--- config.mk ---
export PLATFORM = sky130hd
export DESIGN_NAME = isms_merge_unit
export DESIGN_NICKNAME = d
export VERILOG_FILES = /design/src/rtl/isms_pkg.sv /design/src/rtl/isms_merge_unit.sv
export SDC_FILE = /design/constraint.sdc
export NUM_CORES = 1
export LEC_CHECK = 0
export ABC_AREA = 1
export BUFFER_PORTS_ARGS = -buffer_cell sky130_fd_sc_hd__buf_2
export CAP_MARGIN = 20
export CORE_AREA = 2 2 229 231
export DETAILED_ROUTE_END_ITERATION = 8
export DIE_AREA = 0 0 231 233
export GPL_ROUTABILITY_DRIVEN = 0
export MAX_ROUTING_LAYER = met4
export PLACE_DENSITY = 0.51
export SYNTH_ARGS = -nofsm -noshare
export SYNTH_HDL_FRONTEND = slang
export SYNTH_SLANG_ARGS = --single-unit
--- constraint.sdc ---
create_clock -name vclk -period 7.1
set_input_delay 1.775 -clock vclk [all_inputs]
set_output_delay 1.775 -clock vclk [all_outputs]
set_load 0.01 [all_outputs]
--- src/rtl/isms_pkg.sv ---
// Shared types, sizes and command codes of the interval set merge table.
package isms_pkg;

    localparam int MAX_SPANS = 64;
    localparam int ADDR_W    = 48;
    localparam int IDX_W     = $clog2(MAX_SPANS);
    localparam int CNT_W     = IDX_W + 1;
    localparam int RAM_AW    = IDX_W + 1;

    localparam logic [2:0] CMD_INSERT = 3'd0;
    localparam logic [2:0] CMD_REMOVE = 3'd1;
    localparam logic [2:0] CMD_QUERY  = 3'd2;
    localparam logic [2:0] CMD_CLEAR  = 3'd3;
    localparam logic [2:0] CMD_READ   = 3'd4;

    localparam logic [1:0] ST_OK      = 2'd0;
    localparam logic [1:0] ST_INVALID = 2'd1;
    localparam logic [1:0] ST_FULL    = 2'd2;

    typedef logic [ADDR_W-1:0] t_addr;

    typedef struct packed {
        t_addr lo;
        t_addr hi;
    } t_span;

    // Decision taken for one stored entry during a scan.
    typedef struct packed {
        logic  hit;
        logic  w0_v;
        t_span w0;
        logic  w1_v;
        t_span w1;
        t_span cur;
        logic  placed;
        logic  merged;
        logic  split;
    } t_step;

endpackage

--- src/rtl/isms_merge_unit.sv ---
// Per-entry decision of the insert, remove and query scans.
module isms_merge_unit (
    input  logic [2:0]      i_cmd,
    input  isms_pkg::t_span i_key,
    input  isms_pkg::t_span i_cur,
    input  logic            i_placed,
    input  isms_pkg::t_span i_x,
    output isms_pkg::t_step o_step
);
    import isms_pkg::*;

    t_addr w_max_hi;

    assign w_max_hi = (i_x.hi > i_cur.hi) ? i_x.hi : i_cur.hi;

    always_comb begin
        o_step        = '0;
        o_step.cur    = i_cur;
        o_step.placed = i_placed;
        o_step.w0     = i_x;
        o_step.w1     = i_x;
        case (i_cmd)
            CMD_INSERT: begin
                if (i_placed) begin
                    o_step.w0_v = 1'b1;
                end else if (i_x.lo < i_key.lo) begin
                    // Only the predecessor can reach the new span.
                    if (i_x.hi >= i_key.lo) begin
                        o_step.cur.lo = i_x.lo;
                        o_step.cur.hi = w_max_hi;
                        o_step.merged = 1'b1;
                    end else begin
                        o_step.w0_v = 1'b1;
                    end
                end else if (i_x.lo <= i_cur.hi) begin
                    o_step.cur.hi = w_max_hi;
                    o_step.merged = 1'b1;
                end else begin
                    // The merged span goes out ahead of this entry.
                    o_step.w0_v   = 1'b1;
                    o_step.w0     = i_cur;
                    o_step.w1_v   = 1'b1;
                    o_step.placed = 1'b1;
                end
            end
            CMD_REMOVE: begin
                if (i_x.lo < i_key.lo) begin
                    o_step.w0_v = 1'b1;
                    if (i_x.hi > i_key.lo) begin
                        o_step.w0.hi = i_key.lo;
                        if (i_x.hi > i_key.hi) begin
                            // The cut lies inside this entry and splits it.
                            o_step.w1_v  = 1'b1;
                            o_step.w1.lo = i_key.hi;
                            o_step.split = 1'b1;
                        end
                    end
                end else if (i_x.lo < i_key.hi) begin
                    if (i_x.hi > i_key.hi) begin
                        o_step.w0_v  = 1'b1;
                        o_step.w0.lo = i_key.hi;
                    end
                end else begin
                    o_step.w0_v = 1'b1;
                end
            end
            CMD_QUERY: begin
                o_step.hit = (i_x.lo < i_key.hi) && (i_x.hi > i_key.lo);
            end
            default: begin
                o_step.hit = 1'b0;
            end
        endcase
    end
endmodule

Yosys cells after proc, flatten, opt, wreduce, memory -nomap -nowiden

Index checks and enable logic that the tools add are counted.

Logic and storage cells: 43
Register bits after elaboration: 0
Bits of input ports: 292
Output and inout port bits: 294

Equal/unequal tests: 2
Multiplexer cells: 32
Reduce and logical (&&, ||, !) cells: 2
Order comparisons: 7

Operators by type and width:

| operator                                      | count |
|---|---|
| two-way mux 97 bit                            | 4 |
| two-way mux 48 bit                            | 7 |
| two-way mux 98 bit                            | 3 |
| one-hot mux 98 bit (2 select lines)           | 1 |
| greater-than comparator 48 bit                | 3 |
| < comparator 48 bit                           | 2 |
| two-way mux 96 bit                            | 1 |
| two-way mux 49 bit                            | 1 |
| >= comparator 48 bit                          | 1 |
| less-or-equal comparator 48 bit               | 1 |
| two-way mux 1 bit                             | 15 |
| == test 3 x 1 -> 1 bit, second input constant | 1 |
| == test 3 x 2 -> 1 bit, second input constant | 1 |
| logical NOT 3 bit                             | 1 |
| logical AND 1 bit                             | 1 |

Logic depth before layout (Yosys ltp)

Depth in word-level cells: 6
Mapped depth: 21

Worst setup path before layout

No wires, ideal clock.

Path type: in2out
Start: in i_key[95] (netlist bit)
End: out o_step[10] (netlist bit)
Slack: 1.669 ns
Path buffers: 1
Data arrival time: 3.656 ns
Data required time: 5.325 ns
Stages: 15
Path through: inv_1 -> ha_1 -> nand2_1 -> nor2_2 -> nand2_2 -> nor3b_4 -> nand2_2 -> nor2_4 -> nand2_1 -> nand2_2 -> nand3_1 -> nand3_1 -> inv_2 -> clkbuf_1 -> o21ai_0

RTL lines:

| what               | RTL line             | RTL |
|---|---|---|
| start: declaration | isms_merge_unit.sv:4 | `input isms_pkg::t_span i_key,` |
| end: declaration   | isms_merge_unit.sv:8 | `output isms_pkg::t_step o_step` |

==> results.py <==
metrics = {
    "hold_path": {
        "min-delay-path-class": "in2out",
        "hold_depth": 2,
        "min_from": "i_x[0]",
    },
    "sta": {
        "setup-violations-final": 0,
        "finalCritPeriodShare": 0.9494,
        "setup_tns_ns": 0,
        "period_needed_ns": 6.741,
        "slew_headroom": 0.2085,
        "rsz0062_at_grt": "false",
        "finalMaxSlewViolations": 0,
        "worst_pin_slew_ns": 1.187,
        "hold_viol": 0,
        "max_freq_ghz": 0.1484,
    },
    "worst_setup_path": {
        "cp_max_fo": 35,
        "crit_path_cell_trace": "buf_2, inv_1, ha_1, nand2_1, nor2_1, and2_1, nand2_1, nor3_2, nand2_1, nand3_1, nand4_4, buf_12, nand2_1, nand3_1, nand3_1, buf_2",
        "crit_family": "simple AND/OR/NAND/NOR gates",
        "worst_setup_path_start_kind": "input pin",
        "required_ns": 5.33,
        "cp_num_buf_inv": 4,
        "crit_path_end_kind": "output pin",
        "worst_path_most_repeated_cell": "nand2_1",
        "cp-startpoint": "i_cur[46]",
        "critPathKind": "in2out",
        "cpPeakStageDelay_ns": 0.55,
        "critPathArrivalTime_ns": 4.97,
        "cp_slowest_cell": "nand4_4",
        "critical_path_cell_count": 16,
    },
    "layout": {
        "nNetsFinal": 3860,
        "nClkBuffers": 0,
        "seq_area_um2": 0,
        "drive_above_1_share": 0.2021,
        "area_delta_synth_final_pct": 22.39,
        "n_sequential_cell": 0,
    },
    "synth": {
        "yosysWarningCount": 0,
        "synth_area_um2": 14850,
        "syn_area_per_cell_um2": 5.225,
        "ys_seq_area_frac": 0,
        "yosysUniqueCellTypes": 34,
        "synth.largest_area_cell": "nand2_1",
        "yosys.area.top_type_share": 0.2497,
        "synth_fp_nets": 3421,
        "synth_cells": 2843,
        "synth.area.top_cells": "nand2_1 25%, ha_1 24%, nand3_1 19%",
    },
    "routing": {
        "drt-initial-drc-count": 1403,
        "post_drt_wl_per_cell_um": 19.76,
        "drc": 0,
        "via_per_inst": 5.072,
        "finalWirelength_um": 78340,
        "first_pass_iters": 5,
        "ant_nets": 0,
        "vias": 20110,
    },
    "die": {
        "io_pins": 586,
        "dieArea_um2": 53820,
        "design.core.area_um2": 51090,
        "start_util": 0.2907,
        "die_x_um": 231,
        "rows": 83,
        "die_y_um": 233,
    },
    "global_route": {
        "grt_max_degree": 98,
        "overflow": 0,
        "grt_pass1_vias": 18510,
        "antenna_found_initial": 4,
        "grt_usage": 0.2838,
        "grt_pass1_wl_um": 114800,
    },
    "power_and_ir_drop": {
        "p_per_area_nw_per_um2": 76.76,
        "peakVddDrop_v": 0.00004098,
        "p_leak_nw": 11.04,
        "p_total_mw": 1.396,
    },
    "status": {
        "status": "completed",
    },
    "placement": {
        "port_buffers": 586,
        "dp_hpwl_um": 60370,
    },
    "clocking": {
        "ctsHoldBuffers": 0,
        "cts_setup_buffers": 0,
        "ctsResizeCount": 0,
    },
    "run": {
        "cap_viol_max_count": 0,
    },
}
## final cells by class
type | instances | area (µm²)
fillers | 6069 | 32910
well taps | 680 | 850.8
inverters | 376 | 1419
multi-input cells | 2279 | 12490
repair buffers | 625 | 3413
diodes | 4 | 10.01
## layout by cell type (no fill, tap or decap), types with 3 or more instances in the layout
master	synthesis	routed
nor2_1	79	77
diode_2	0	4
buf_4	65	24
nor3_1	10	10
buf_12	0	15
nor4_1	3	3
nor2_4	1	6
nand2_1	988	984
a21oi_1	122	122
a21o_1	11	11
o21ai_2	9	9
o21a_1	9	9
nand3_1	561	557
o21ai_0	131	131
buf_2	28	586
o21ai_1	31	31
nand3_2	1	3
nand4_1	21	21
nand2_2	3	6
inv_1	369	369
ha_1	286	286
## per-stage QoR
step	instance area, µm²	hold WS, ns	util	instances	worst slack (ns)
after CTS	18170	3.803	0.3556	3960	0.3452
after floorplan	14850	3.604	-	2843	1.669
final	18180	3.804	0.3558	3964	0.3594
after global routing	18180	3.817	0.3558	3964	0.1712
after detailed placement	18170	3.802	0.3556	3960	0.3487
after global placement	18170	3.800	0.3556	3960	0.4374
## power breakdown
part / internal (mW) / switching [mW] / total (mW)
clock network: 0.0000000755 / 0 / 0.0000000755
logic: 0.475 / 0.920 / 1.40
registers: 0 / 0 / 0
total: 0.475 / 0.920 / 1.40
## cells in the mapped netlist
master and n:
nor3_2 1, inv_2 6, nand3_2 1, and2_1 1
nor3b_4 1, o21ai_2 9, nand3_1 561, clkinv_1 1
a21o_1 11, nor4_1 3, nor2_1 79, o211ai_1 1
buf_4 65, nor3_1 10, a31oi_1 1, buf_6 8
clkbuf_1 73, a21oi_4 1, o21ai_0 131, nand2_2 3
o21a_1 9, inv_1 369, nand2_1 988, nand4_1 21
a21oi_1 122, buf_1 14, nor2_4 1, nand3b_1 1
o22ai_1 1, o21ai_1 31, ha_1 286, nor2_2 4
nand4_2 1, buf_2 28
## final timing paths
| check | end | slack [ns] |
|---|---|---|
| max | o_step[267] | 0.36 |
| min | o_step[99] | 3.80 |
## metal layers
layer | track usage | share of wire
met1 | 0.3735 | 0.45
met2 | 0.4802 | 0.47
met3 | 0.01985 | 0.058
met4 | 0.05040 | 0.017
met5 | - | 0
## cell families (layout without fill, tap and decap cells)
family                     after synthesis  in the layout  share of synthesized area
buffers and inverters                  564           1001                     0.1653
and+or+nand+nor                       1676           1676                     0.4802
adders and majority gates              286            286                     0.2409
other                                    0              4                          0
AOI/OAI and AO/OA                      317            317                     0.1135
No activity file was read; power rests on OpenSTA's default activity.
